[src/nsc_pkg.sv]
// nsc_pkg: shared constants, types and a helper function of the nmea sentence checker
// used by nsc_line_tracker and nmea_sentence_checker_top; depends on nothing
`default_nettype none

package nsc_pkg;

  localparam int LINE_BYTES = 128;
  localparam int STAR_LIMIT = 75;

  localparam int CNT_W = $clog2(LINE_BYTES);
  localparam int POS_W = 11;
  localparam int LEN_W = 7;
  localparam int KIND_W = 2;

  localparam logic [CNT_W-1:0] LAST_POS = CNT_W'(LINE_BYTES - 1);
  localparam logic [POS_W-1:0] STAR_POS = POS_W'(STAR_LIMIT);

  localparam logic [7:0] CH_NEWLINE = 8'h0A;
  localparam logic [7:0] CH_DOLLAR  = 8'h24;
  localparam logic [7:0] CH_STAR    = 8'h2A;
  localparam logic [7:0] CH_ZERO    = 8'h00;

  localparam int KIND_CNT = 3;
  localparam int KIND_LEN = 6;

  localparam logic [KIND_W-1:0] KIND_OTHER = 2'd0;
  localparam logic [KIND_W-1:0] KIND_GGA   = 2'd1;
  localparam logic [KIND_W-1:0] KIND_GLL   = 2'd2;
  localparam logic [KIND_W-1:0] KIND_RMC   = 2'd3;

  localparam logic [7:0] KIND_PAT [KIND_CNT][KIND_LEN] = '{
    '{8'h24, 8'h47, 8'h50, 8'h47, 8'h47, 8'h41},   // $GPGGA
    '{8'h24, 8'h47, 8'h50, 8'h47, 8'h4C, 8'h4C},   // $GPGLL
    '{8'h24, 8'h47, 8'h50, 8'h52, 8'h4D, 8'h43}    // $GPRMC
  };

  typedef enum logic [4:0] {
    PH_START = 5'b00001,
    PH_SUM   = 5'b00010,
    PH_HEX1  = 5'b00100,
    PH_HEX2  = 5'b01000,
    PH_DONE  = 5'b10000
  } phase_e;

  typedef struct packed {
    logic              valid;
    logic [KIND_W-1:0] kind;
    logic [7:0]        check;
    logic [LEN_W-1:0]  length;
  } result_t;

  // uppercase ascii hex digit of a nibble
  function automatic logic [7:0] hex_char(input logic [3:0] nib);
    logic [7:0] ch;
    if (nib < 4'd10) begin
      ch = 8'h30 + {4'd0, nib};
    end else begin
      ch = 8'h37 + {4'd0, nib};
    end
    return ch;
  endfunction

endpackage

`default_nettype wire

[src/nsc_line_tracker.sv]
// nsc_line_tracker: per-line state (count, running xor, phase, hex bytes, kind match)
// and the end-of-line verdict; depends on nsc_pkg
`default_nettype none

module nsc_line_tracker import nsc_pkg::*; (
  input  wire logic       clk_i,
  input  wire logic       rst_ni,
  input  wire logic       step_i,
  input  wire logic [7:0] byte_i,
  output logic            line_end_o,
  output result_t         res_o
);

  logic [CNT_W-1:0]    count_q, count_d;
  logic [7:0]          xor_q, xor_d;
  phase_e              phase_q, phase_d;
  logic [7:0]          hex1_q, hex1_d;
  logic [7:0]          hex2_q, hex2_d;
  logic [KIND_CNT-1:0] match_q, match_d;
  logic                ended_q, ended_d;
  logic                bad_q, bad_d;

  logic [POS_W-1:0] pos_wide;
  logic             checksum_ok;
  logic [2:0]       pat_idx;

  assign line_end_o = (byte_i == CH_NEWLINE) || (count_q >= LAST_POS);
  assign pos_wide   = POS_W'(count_q);
  assign pat_idx    = 3'(count_q);

  assign checksum_ok = !bad_q && (phase_q == PH_DONE)
                    && (hex1_q == hex_char(xor_q[7:4]))
                    && (hex2_q == hex_char(xor_q[3:0]));

  always_comb begin
    res_o.valid  = checksum_ok;
    res_o.kind   = KIND_OTHER;
    res_o.check  = xor_q;
    res_o.length = LEN_W'(count_q);
    if (checksum_ok && (count_q >= CNT_W'(KIND_LEN))) begin
      if (match_q[0]) begin
        res_o.kind = KIND_GGA;
      end else if (match_q[1]) begin
        res_o.kind = KIND_GLL;
      end else if (match_q[2]) begin
        res_o.kind = KIND_RMC;
      end
    end
  end

  always_comb begin
    count_d = count_q;
    xor_d   = xor_q;
    phase_d = phase_q;
    hex1_d  = hex1_q;
    hex2_d  = hex2_q;
    match_d = match_q;
    ended_d = ended_q;
    bad_d   = bad_q;
    if (step_i) begin
      if (line_end_o) begin
        count_d = '0;
        xor_d   = '0;
        phase_d = PH_START;
        hex1_d  = '0;
        hex2_d  = '0;
        match_d = '1;
        ended_d = 1'b0;
        bad_d   = 1'b0;
      end else begin
        if (count_q < CNT_W'(KIND_LEN)) begin
          for (int k = 0; k < KIND_CNT; k++) begin
            if (byte_i != KIND_PAT[k][pat_idx]) begin
              match_d[k] = 1'b0;
            end
          end
        end
        // validation stops after a zero byte or a failure
        if (!ended_q && !bad_q) begin
          case (phase_q)
            PH_START: begin
              if (byte_i == CH_DOLLAR) begin
                phase_d = PH_SUM;
              end else begin
                bad_d = 1'b1;
              end
            end
            PH_SUM: begin
              if ((pos_wide >= STAR_POS) || (byte_i == CH_ZERO)) begin
                bad_d = 1'b1;
              end else if (byte_i == CH_STAR) begin
                phase_d = PH_HEX1;
              end else begin
                xor_d = xor_q ^ byte_i;
              end
            end
            PH_HEX1: begin
              hex1_d  = byte_i;
              phase_d = PH_HEX2;
            end
            PH_HEX2: begin
              hex2_d  = byte_i;
              phase_d = PH_DONE;
            end
            default: begin
            end
          endcase
        end
        if (byte_i == CH_ZERO) begin
          ended_d = 1'b1;
        end
        count_d = count_q + 1'b1;
      end
    end
  end

  always_ff @(posedge clk_i or negedge rst_ni) begin
    if (!rst_ni) begin
      count_q <= '0;
      xor_q   <= '0;
      phase_q <= PH_START;
      hex1_q  <= '0;
      hex2_q  <= '0;
      match_q <= '1;
      ended_q <= 1'b0;
      bad_q   <= 1'b0;
    end else begin
      count_q <= count_d;
      xor_q   <= xor_d;
      phase_q <= phase_d;
      hex1_q  <= hex1_d;
      hex2_q  <= hex2_d;
      match_q <= match_d;
      ended_q <= ended_d;
      bad_q   <= bad_d;
    end
  end

endmodule

`default_nettype wire

[src/nmea_sentence_checker_top.sv]
// nmea_sentence_checker_top: input byte register, line tracker and result register
// depends on nsc_pkg and nsc_line_tracker
//
//   channel  handshake              payload
//   in       in_valid_i/in_ready_o  rx_byte_i
//   out      out_valid_o/out_ready_i sentence_valid_o, sentence_kind_o,
//                                   computed_check_o, line_length_o
//
// one byte per cycle unless a line-ending byte waits on a full result register; a byte
// sits in the input register and then updates the line state; a line end loads the
// result register from the line state as its byte leaves the input register
// reset clears the line state and both registers' valid flags
// only a line-ending byte waits on a full result register; other bytes flow on
`default_nettype none

module nmea_sentence_checker_top import nsc_pkg::*; (
  input  wire logic              clk_i,
  input  wire logic              rst_ni,
  input  wire logic              in_valid_i,
  output logic                   in_ready_o,
  input  wire logic [7:0]        rx_byte_i,
  output logic                   out_valid_o,
  input  wire logic              out_ready_i,
  output logic                   sentence_valid_o,
  output logic [KIND_W-1:0]      sentence_kind_o,
  output logic [7:0]             computed_check_o,
  output logic [LEN_W-1:0]       line_length_o
);

  logic       in_valid_q;
  logic [7:0] in_byte_q;
  logic       line_end;
  logic       advance;
  result_t    res;
  logic       out_valid_q;
  result_t    out_q;

  assign advance    = in_valid_q && (!line_end || !out_valid_q || out_ready_i);
  assign in_ready_o = !in_valid_q || advance;

  nsc_line_tracker u_tracker (
    .clk_i      (clk_i),
    .rst_ni     (rst_ni),
    .step_i     (advance),
    .byte_i     (in_byte_q),
    .line_end_o (line_end),
    .res_o      (res)
  );

  always_ff @(posedge clk_i or negedge rst_ni) begin
    if (!rst_ni) begin
      in_valid_q <= 1'b0;
    end else if (in_ready_o) begin
      in_valid_q <= in_valid_i;
    end
  end

  always_ff @(posedge clk_i) begin
    if (in_ready_o && in_valid_i) begin
      in_byte_q <= rx_byte_i;
    end
  end

  always_ff @(posedge clk_i or negedge rst_ni) begin
    if (!rst_ni) begin
      out_valid_q <= 1'b0;
    end else if (advance && line_end) begin
      out_valid_q <= 1'b1;
    end else if (out_ready_i) begin
      out_valid_q <= 1'b0;
    end
  end

  always_ff @(posedge clk_i) begin
    if (advance && line_end) begin
      out_q <= res;
    end
  end

  assign out_valid_o      = out_valid_q;
  assign sentence_valid_o = out_q.valid;
  assign sentence_kind_o  = out_q.kind;
  assign computed_check_o = out_q.check;
  assign line_length_o    = out_q.length;

endmodule

`default_nettype wire

[config.mk]
export PLATFORM = sky130hd
export DESIGN_NAME = nmea_sentence_checker_top
export DESIGN_NICKNAME = d
export VERILOG_FILES = /design/src/nsc_pkg.sv /design/src/nsc_line_tracker.sv /design/src/nmea_sentence_checker_top.sv
export SDC_FILE = /design/constraint.sdc
export NUM_CORES = 1
export LEC_CHECK = 0
export ABC_AREA = 1
export BUFFER_PORTS_ARGS = -buffer_cell sky130_fd_sc_hd__buf_2
export CAP_MARGIN = 20
export CELL_PAD_IN_SITES_DETAIL_PLACEMENT = 1
export CELL_PAD_IN_SITES_GLOBAL_PLACEMENT = 2
export CORE_MARGIN = 8
export CORE_UTILIZATION = 39
export CTS_CLUSTER_SIZE = 20
export DETAILED_ROUTE_END_ITERATION = 10
export GPL_TIMING_DRIVEN = 1
export PLACE_DENSITY_LB_ADDON = 0.1
export SLEW_MARGIN = 40
export SYNTH_ARGS = -nofsm -noshare
export SYNTH_HDL_FRONTEND = slang
export SYNTH_SLANG_ARGS = --single-unit
[constraint.sdc]
create_clock -name clk_i -period 6.75 [get_ports clk_i]
set_input_delay 0.675 -clock clk_i [delete_from_list [all_inputs] [get_ports clk_i]]
set_output_delay 0.675 -clock clk_i [all_outputs]
set_load 0.01 [all_outputs]
==> summary.txt, run 1 <==
Status
  – Outcome: finished clean

Timing
  – Worst Skew: about 0.020 ns
  – Slew margin rel.: between 50% and 60%
  – Slew @ Worst Pin: 0.725 ns
  – Fmax: 315 MHz
  – RSZ-0062 raised after global routing: no
  – Final-report hold violation count: 0
  – Period utilization: between 40 and 50%
  – Final setup violation count: 0
  – Min Clock Period, post-route: 3.18 ns
  – Max Slew Vio Count: 0
  – TNS Setup: 0 ns

Logic synthesis
  – Post-synthesis mux area share: 0%
  – XOR/XNOR Fraction of Synth Area: between 4 and 5%
  – Post-synthesis net count: between 500 and 600
  – Cell area after synthesis: between 3000 and 4000 sq um
  – Post-Synthesis Cells: 492
  – Synth Flop Type: dfrtp_1
  – Unique masters post-synth: 35
  – Synth Area in Compound Gates: 7.42%
  – Largest family of logic cells by synthesized area: simple AND/OR/NAND/NOR gates
  – Post-synth ARST share: ~62%
  – Ys Warns: 0
  – Synthesis-stage register bit count: 69
  – Avg Cell Area, Syn: 8.05 sq um
  – Ranking of synthesized cells by area: dfrtp_1 (25%), edfxtp_1 (20%), nand2_1 (15%)
  – Number of synthesized flops with an enable pin: 26
  – Synth Area in Simple Gates: a little under a third
  – Sequential share of the synthesized area: 47.0%
  – Synth area leader: dfrtp_1
  – Adder-cell share of the synthesized area: around 3.2%
  – Top cell type's share of synthesized area: 24.6%

CTS
  – Clock latency on the worst-skew pair: about 0.35 ns
  – CTS resizes: 0
  – Root buffer cell: clkbuf_8
  – # H-tree levels: 3
  – # clock sinks: 69
  – Clock slew at reported path FFs: around 0.09 ns
  – Cts bufs inserted: 9
  – CTS tree: done
  – Hold buffer count at cts: 0
  – Post-CTS Setup Inserts: 0
  – CTS max path bufs: 2

Critical path
  – Worst r2r src: u_tracker.count_q[0]
  – CP cell instances: ha_1 -> inv_1 -> nor2_1 -> nand2_1 -> nand3_2 -> nand2_2 -> nand2_4 -> inv_2 -> nand2_2 -> clkinv_1
  – Critical-path top delay cell: clkinv_1
  – Critical path startpoint: u_tracker.count_q[0]
  – CP Launch Type: flop
  – Crit path kind: flop to flop
  – Crit path largest cell delay: roughly 0.64 ns
  – Worst Setup End Kind: flop
  – Largest fanout on the critical path: 21
  – Cell repeated most along the worst path: nand2_2
  – Worst EP arrival: approximately 3 ns
  – Worst Path Required: between 6 and 7 ns

Floorplan
  – Initial Util: approximately 40%
  – Die width: about 120 um
  – Die Area: 13600 sq um
  – FP Rows: 36
  – IO Pins: 32
  – Die Span Y: roughly 120 um
  – CORE AREA: 9820 sq um

Layout
  – Post-Layout Inst Area: between 4000 and 5000 sq um
  – Share of post-route cells with drive strength above 1: between 10% and 20%
  – Most common cell after layout, fill and taps aside: nand2_1
  – Diodes inserted: 0
  – Area delta synth->final: 11.9%
  – Most used cells in the layout excluding fill and tap cells: nand2_1 (163), nor2_1 (56), inv_1 (49)
  – Post-route insts no fill: between 600 and 700
  – Fin util: a little under half
  – NumNets Final: around 550

Pwr
  – Sw frac: 40.8%
  – Combinational power share: a little over a third
  – Switching power total: ~0.00066 W
  – Pleak: around 2.1 nW
  – Total power: roughly 0.0016 W
  – Pint: 0.000966 W
  – VDD IR max: ~0.00013 V
  – Part of the power in the clock network: approximately 23%
  – Power density over cell area: 368 nW/um^2
  – Part of the power in registers: approximately 41%

Detailed routing
  – Initial detailed-routing violation count: 96
  – Routed wire per std cell: 15.3 um
  – Post-route ant nets: 0
  – Vias per cell: roughly 4.8
  – DR pass1 iterations: 4
  – DR DRC count: 0
  – Total routed wirelength: between 10000 and 15000 um
  – Via count: 3154

GRT
  – GRT Total Usage: between 15 and 20%
  – Met2 GRT Util: 28.4%
  – First-pass GRT wire length: around 17000 um
  – Grt met1 use: 19.9%
  – Largest net degree at the start of global routing: 44
  – GR Util met3: 3.39%
  – Busiest layer in global routing: met2
  – Initial antenna violation count: 0
  – Global route total overflow: 0
  – Vias in the first global route: 3310

Placed design
  – IO buf count: 31
  – Gpl congestion: a little under 0.8
  – Placed cell count: approximately 650
  – Dpl cell area: approximately 4200 sq um
  – Dpl hpwl: ~7900 um

Min path
  – HP Class: primary input to async pin

Run
  – Max-cap violations: 0
-- synthesized netlist by cell type, types with 2 or more instances --
library cell	instances
a21oi_1	6
buf_2	5
buf_4	2
buf_6	3
dfrtp_1	39
dfstp_2	4
edfxtp_1	26
ha_1	10
inv_1	50
inv_2	6
nand2_1	163
nand2_2	9
nand2_4	3
nand3_1	36
nand3b_1	3
nand4_1	4
nor2_1	56
nor2_2	2
nor3_1	3
o21ai_0	14
o21ai_2	16
o21bai_1	2
xnor2_1	13
xor2_1	6
-- worst paths after layout --
path | to | slack (ns) | cells past startpoint
max | computed_check_o[7] | 3.57 | 10
min | u_tracker.count_q[3] | 0.30 | 1
max reg2reg | computed_check_o[7] | 3.57 | 10
min reg2reg | u_tracker.bad_q | 0.48 | 2
max in group asynchronous | u_tracker.hex2_q[1] | 6.03 | 1
min in group clk_i | u_tracker.bad_q | 0.48 | 2
-- cells by family (layout without fill, tap and decap cells) --
kind of cell | Yosys count | count (layout)
buf+inv | 68 | 104
compound gates | 42 | 42
simple gates | 284 | 284
xor+xnor | 19 | 19
fa+ha+maj | 10 | 10
flops | 69 | 69
-- power groups by stage --
stage | sequential [W] | clock, W | combinational, W
after floorplan | 0.000623 | 0 | 0.000477
after global placement | 0.000673 | 0 | 0.000580
after detailed placement | 0.000679 | 0 | 0.000593
after CTS | 0.000671 | 0.000387 | 0.000595
after global routing | 0.000685 | 0.000402 | 0.000683
final | 0.000668 | 0.000378 | 0.000585
-- cell type report --
cell class                 instances  area [sq um]
clock buffer                      11           163
multi-input combinational        355          1800
inverter                          57           219
timing repair buffer              31           158
tap                              133           166
sequential                        69          1860
fill                            1231          5390
clock inverter                     5          63.8
-- critical path, delay by kind of cell, from the launching register on --
family | cells | cell delay, ns
adders and majority gates | 1 | 0.26
buffers and inverters | 3 | 0.83
DFF | 1 | 0.51
and+or+nand+nor | 6 | 1.10
-- through the flow --
stage	setup WS (ns)	hold WS, ns
3_5_place_dp	3.59	0.463
3_3_place_gp	3.71	0.458
4_1_cts	3.58	0.321
5_1_grt	3.27	0.345
6_report	3.57	0.299
2_1_floorplan	4.57	0.379
-- sequential cells by signal, summed over array words and instances, names as in the netlist, 2 cells and up --
signal             flops
u_tracker.hex2_q       8
in_byte_q              8
line_length_o          7
u_tracker.xor_q        8
computed_check_o       8
u_tracker.hex1_q       8
u_tracker.count_q      7
u_tracker.phase_q      5
u_tracker.match_q      3
sentence_kind_o        2
-- metal layers --
metal	up-vias	part of all wire [%]
li1	1613	-
met1	1498	46
met2	33	50
met3	10	3.0
met4	0	1.3
met5	-	0
Note: power is estimated with default switching activity, not from simulation.
==> run 2: changes to the inputs <==
Settings changed: CORE_UTILIZATION 39 to 32.
Clock period 6.75 ns to 2.9 ns, I/O delays scaled along.
==> run 2 against run 1 <==
Sequential power grew 140%. Sequential share of layout area fell by 1.2 points. Worst hold slack got worse by 0.16 ns. Via count is 0.25% higher. Power up 140%. Count of clock-buffer cells in the layout fell by 2.
==> summary.txt, run 2 (synthesized netlist as in run 1, its figures left out) <==
Floorplan
  – Die Area: 16200 sq um (was 13600 sq um)
  – Initial Util: 32.8% (was 40.3%)
  – Die width: 127 um (was 117 um)
  – CORE AREA: 12100 sq um (was 9820 sq um)
  – FP Rows: 40 (was 36)
  – IO Pins: 32 (unchanged)
  – Die Span Y: 127 um (was 117 um)

Detailed routing
  – Vias per cell: 4.51 (was 4.77)
  – DR pass1 iterations: 4 (unchanged)
  – Initial detailed-routing violation count: 184 (was 96)
  – Total routed wirelength: 10600 um (was 10100 um)
  – Post-route ant nets: 0 (unchanged)
  – Via count: 3162 (was 3154)
  – Routed wire per std cell: 15.1 um (was 15.3 um)
  – DR DRC count: 0 (unchanged)

Critical path
  – Crit path kind: flop to output pin (was flop to flop)
  – CP Launch Type: flop (unchanged)
  – Worst EP arrival: 2.11 ns (was 3.04 ns)
  – Largest fanout on the critical path: 19 (was 21)
  – Worst r2r src: u_tracker.count_q[0] (unchanged)
  – Worst Setup End Kind: output pin (was flop)
  – Critical path startpoint: u_tracker.count_q[0] (unchanged)
  – Worst Path Required: 2.61 ns (was 6.61 ns)

CTS
  – # H-tree levels: 3 (unchanged)
  – Clock latency on the worst-skew pair: 0.33 ns (was 0.35 ns)
  – Root buffer cell: clkbuf_16 (was clkbuf_8)
  – Cts bufs inserted: 9 (unchanged)
  – CTS tree: done (unchanged)
  – Clock slew at reported path FFs: 0.06 ns (was 0.09 ns)
  – CTS max path bufs: 2 (unchanged)
  – # clock sinks: 69 (unchanged)

Layout
  – Most common cell after layout, fill and taps aside: nand2_1 (unchanged)
  – Share of post-route cells with drive strength above 1: 18.0% (was 17.4%)
  – Diodes inserted: 0 (unchanged)
  – Area delta synth->final: 15.3% (was 11.9%)
  – Most used cells in the layout excluding fill and tap cells: nand2_1 (163), nor2_1 (56), inv_1 (50) (was nand2_1 (163), nor2_1 (56), inv_1 (49))
  – NumNets Final: 550 (was 545)
  – Fin util: 37.9% (was 45.1%)

Timing
  – Final-report hold violation count: 0 (unchanged)
  – Worst Skew: 0.00532 ns (was 0.0197 ns)
  – Hold Slack: 0.142 ns (was 0.299 ns)
  – Slew margin rel.: 60.0% (was 51.4%)
  – Final WS setup: 0.498 ns (was 3.57 ns)
  – Fmax: between 400 and 500 MHz
  – Period utilization: between 80% and 90%
  – Min Clock Period, post-route: ~2.4 ns
  – Max Slew Vio Count: 0 (unchanged)
  – RSZ-0062 raised after global routing: no (unchanged)
  – Slew @ Worst Pin: 0.600 ns (was 0.725 ns)
  – Final setup violation count: 0 (unchanged)
  – TNS Setup: 0 ns (unchanged)

GRT
  – GRT Total Usage: 14.0% (was 16.3%)
  – Global route total overflow: 0 (unchanged)
  – Vias in the first global route: 3279 (was 3310)
  – First-pass GRT wire length: 17800 um (was 16800 um)
  – Largest net degree at the start of global routing: 44 (unchanged)
  – Initial antenna violation count: 0 (unchanged)

Placed design
  – Gpl congestion: 0.775 (was 0.788)
  – Setup Slack @ Placement: 0.629 ns (was 3.59 ns)
  – Dpl hpwl: 8250 um (was 7860 um)
  – IO buf count: 31 (unchanged)

Min path
  – HP Class: primary input to flop (was primary input to async pin)
  – Worst Hold Launch: rx_byte_i[7]

Status
  – Outcome: finished clean (unchanged)

Pwr
  – Power density over cell area: 860 nW/um^2 (was 368 nW/um^2)
  – Pleak: 2.18 nW (was 2.14 nW)
  – VDD IR max: 0.000398 V (was 0.000134 V)

Run
  – Max-cap violations: 0 (unchanged)
run 2: what timing repair did:
action                                 CTS  global route
gates resized for setup                  0             0
buffers inserted                         0             0
hold buffers                             1             0
endpoints found under the hold margin   39             0
run 2: final cells by class:
type | instances | area (sq um)
well taps | 168 | 210
flip-flops and latches | 69 | 1860
multi-input cells | 355 | 1800
fillers | 1478 | 7500
repair buffers | 36 | 198
clock buffers | 9 | 225
inverters | 57 | 219
clock inverters | 7 | 50.0
run 2: worst max-delay path: stages (launching register included):
cell	delay (ns)
dfrtp_1	0.51
ha_1	0.24
inv_1	0.07
nor2_1	0.16
nand2_1	0.11
nand3_2	0.10
buf_4	0.26
nand3_1	0.15
buf_2	0.17
run 2: metal layers:
metal | global-route usage (%) | up-vias | share of wire [%]
met5 | 0 | - | 0
met4 | 4.27 | 0 | 1.1
met3 | 3.58 | 8 | 3.3
met2 | 22.8 | 38 | 46
met1 | 18.0 | 1494 | 49
li1 | - | 1622 | -
run 2: path summary, 6_finish.rpt:
path | cells past startpoint | slack (ns) | to
max reg2reg | 9 | 0.63 | computed_check_o[4]
min | 1 | 0.14 | in_byte_q[7]
max | 8 | 0.50 | in_ready_o
min reg2reg | 2 | 0.48 | u_tracker.match_q[1]
min in group asynchronous | 2 | 0.49 | u_tracker.ended_q
max in group asynchronous | 2 | 1.98 | u_tracker.hex2_q[6]
run 2: per-stage QoR:
| step | area [sq um] | power, W | cells |
|---|---|---|---|
| detailed placement | 4280 | 0.00296 | 684 |
| global route | 4570 | 0.00427 | 701 |
| CTS | 4570 | 0.00399 | 701 |
| finish | 4570 | 0.00393 | 701 |
| global placement | 4280 | 0.00293 | 684 |
| floorplan | 3960 | 0.00256 | 492 |
run 2: power by group:
group	leakage (nW)	internal, W	switching (W)	total, W
combinational	1.25	0.000505	0.000845	0.00135
sequential	0.806	0.00127	0.000301	0.00157
clock	0.128	0.000581	0.000429	0.00101
total	2.18	0.00235	0.00158	0.00393
==> run 3: changes to the inputs <==
Clock period 2.9 ns to 1.9 ns, I/O delays scaled along.
==> run 3 against run 2 <==
Combinational power up 96%. Non-clock buffer count grew 42. Register-to-register slack got worse by 0.57 ns. Worst hold slack got worse by 0.12 ns. Flip-flop and latch count is the same. Via count rose by 8.1%. Global-route usage is 0.83 points higher. Cell count up 6.1%. Clock skew about the same. Critical path type is now flop to flop. Routed wire length increased by 8.7%. First-iteration DRC count down 42%. Clock power up 65%.
==> summary.txt, run 3 (synthesized netlist as in run 1, its figures left out) <==
CTS
  – Clock latency on the worst-skew pair: 0.34 ns (was 0.33 ns)
  – CTS tree: done (unchanged)
  – CTS max path bufs: 2 (unchanged)
  – # clock sinks: 69 (unchanged)
  – Root buffer cell: clkbuf_16 (unchanged)
  – # H-tree levels: 3 (unchanged)
  – Cts bufs inserted: 9 (unchanged)
  – Clock slew at reported path FFs: 0.06 ns (about the same)

Detailed routing
  – Initial detailed-routing violation count: 107 (was 184)
  – DR pass1 iterations: 4 (unchanged)
  – Total routed wirelength: 11500 um (was 10600 um)
  – Vias per cell: 4.59 (was 4.51)
  – Via count: 3417 (was 3162)
  – Post-route ant nets: 0 (unchanged)
  – Routed wire per std cell: 15.4 um (was 15.1 um)
  – DR DRC count: 0 (unchanged)

Layout
  – Filler Cells Inserted: 1452 (was 1478)
  – Post-Layout Inst Area: 5120 sq um (was 4570 sq um)
  – NumNets Final: 593 (was 550)
  – Sequential Area: 1870 sq um (was 1860 sq um)
  – Multi-input logic area: 1930 sq um (was 1800 sq um)
  – Most used cells in the layout excluding fill and tap cells: nand2_1 (159), nor2_1 (53), inv_1 (46) (was nand2_1 (163), nor2_1 (56), inv_1 (50))
  – Most common cell after layout, fill and taps aside: nand2_1 (unchanged)
  – Area delta synth->final: 29.2% (was 15.3%)
  – Share of post-route cells with drive strength above 1: 27.1% (was 18.0%)
  – Diodes inserted: 0 (unchanged)
  – Fin util: 42.4% (was 37.9%)

Critical path
  – CP Launch Type: flop (unchanged)
  – RR Endpoint: computed_check_o[0] (was computed_check_o[4])
  – Worst Path Required: 1.95 ns (was 2.61 ns)
  – Worst Setup End Kind: flop (was output pin)
  – R2R depth: 11 (was 9)
  – Largest fanout on the critical path: 11 (was 19)
  – Worst EP arrival: 1.88 ns (was 2.11 ns)
  – Crit path kind: flop to flop (was flop to output pin)
  – Critical path startpoint: u_tracker.count_q[1] (was u_tracker.count_q[0])
  – Worst r2r src: u_tracker.count_q[1] (was u_tracker.count_q[0])
  – Setup slack, reg-to-reg: 0.06 ns (was 0.63 ns)

Placed design
  – Dpl hpwl: 8860 um (was 8250 um)
  – Dpl cell area: 4620 sq um (was 4280 sq um)
  – IO buf count: 31 (unchanged)
  – Gpl congestion: 0.867 (was 0.775)
  – Setup Slack @ Placement: -0.0511 ns (was 0.629 ns)

Min path
  – Min-Delay Endpoint: in_byte_q[1] (was in_byte_q[7])
  – Hold-critical path depth: 1 (unchanged)
  – HP Class: primary input to flop (unchanged)
  – Worst Hold Launch: rx_byte_i[1] (was rx_byte_i[7])

GRT
  – Global route total overflow: 0 (unchanged)
  – GRT Total Usage: 14.9% (was 14.0%)
  – First-pass GRT wire length: 18600 um (was 17800 um)
  – Initial antenna violation count: 0 (unchanged)
  – Vias in the first global route: 3567 (was 3279)
  – Largest net degree at the start of global routing: 28 (was 44)

Floorplan
  – Initial Util: 32.8% (unchanged)
  – Die Area: 16200 sq um (unchanged)
  – Die Span Y: 127 um (unchanged)
  – Die width: 127 um (unchanged)
  – FP Rows: 40 (unchanged)
  – IO Pins: 32 (unchanged)
  – CORE AREA: 12100 sq um (unchanged)

Timing
  – Final setup violation count: 0 (unchanged)
  – Worst Skew: 0.00567 ns (was 0.00532 ns)
  – RSZ-0062 raised after global routing: yes (was no)
  – Fmax: 545 MHz
  – Period utilization: a little over nine tenths
  – Slew @ Worst Pin: 0.480 ns (was 0.600 ns)
  – TNS Setup: 0 ns (unchanged)
  – Slew margin rel.: 68.0% (was 60.0%)
  – Min Clock Period, post-route: about 1.8 ns
  – Final WS setup: 0.0648 ns (was 0.498 ns)
  – Max Slew Vio Count: 0 (unchanged)
  – Final-report hold violation count: 0 (unchanged)

Run
  – Max-cap violations: 0 (unchanged)

Pwr
  – VDD IR max: 0.000642 V (was 0.000398 V)
  – Total power: 0.00659 W (was 0.00393 W)
  – Pleak: 2.45 nW (was 2.18 nW)
  – Power density over cell area: 1290 nW/um^2 (was 860 nW/um^2)

Status
  – Outcome: finished clean (unchanged)
## run 3: cell count changes in the layout (fill, tap and decap cells not counted), sizes merged
cell,previous run,this run
bufinv,0,1
inv,59,56
nand2,175,176
clkinv,2,5
clkbuf,9,10
buf,35,77
clkinvlp,3,1
## run 3: where the power goes
group          internal [W]  switching [W]  total [W]
sequential          0.00194       0.000338    0.00228
clock               0.00104       0.000638    0.00167
combinational       0.00106        0.00158    0.00264
## run 3: worst max-delay path, stage by stage (launching register included)
cell        delay (ns)
dfrtp_2           0.44
buf_4             0.14
nand2_2           0.10
nor2_4            0.05
nand2_2           0.10
nand3_4           0.13
nand2_4           0.12
nand2_8           0.08
inv_6             0.08
nand2_4           0.05
clkinvlp_4        0.11
buf_12            0.15
## run 3: layout make-up
type / count / share of cell area (%)
Multi-Input combinational cell: 356 / 37.8
Sequential cell: 69 / 36.5
Tap cell: 168 / 4.11
Clock inverter: 6 / 1.03
Clock buffer: 10 / 4.67
Inverter: 57 / 4.50
Timing Repair Buffer: 78 / 11.5
## run 3: worst max-delay path by stage
stage | endpoint | slack [ns] | cells past startpoint
after floorplan | computed_check_o[0] | 0.005 | 10
after detailed placement | computed_check_o[6] | -0.05 | 11
after global placement | computed_check_o[6] | 0.01 | 11
after global routing | computed_check_o[0] | -0.02 | 11
final | computed_check_o[0] | 0.06 | 11
after CTS | in_ready_o | -0.02 | 8
## run 3: repair_timing
action                                  CTS  global route
pin swaps                                 3             9
buffers inserted                          1             6
resized for setup                         3            29
hold buffers                              1             0
endpoints found under the hold margin    15             0
gates cloned                              0             1
endpoints found under the setup margin   52            64
## run 3: routing by layer
metal,global-route usage [%],vias up,part of all wire (%)
met5,0,-,0
met4,5.39,0,1.7
met3,3.91,14,2.9
met2,26.1,36,51
met1,17.1,1653,44
li1,-,1714,-
## run 3: through the flow
step,hold WS [ns],cells
final,0.0220,744
after global routing,0.0106,744
after CTS,0.00911,737
after floorplan,-0.106,492
after global placement,0.175,719
after detailed placement,0.180,719
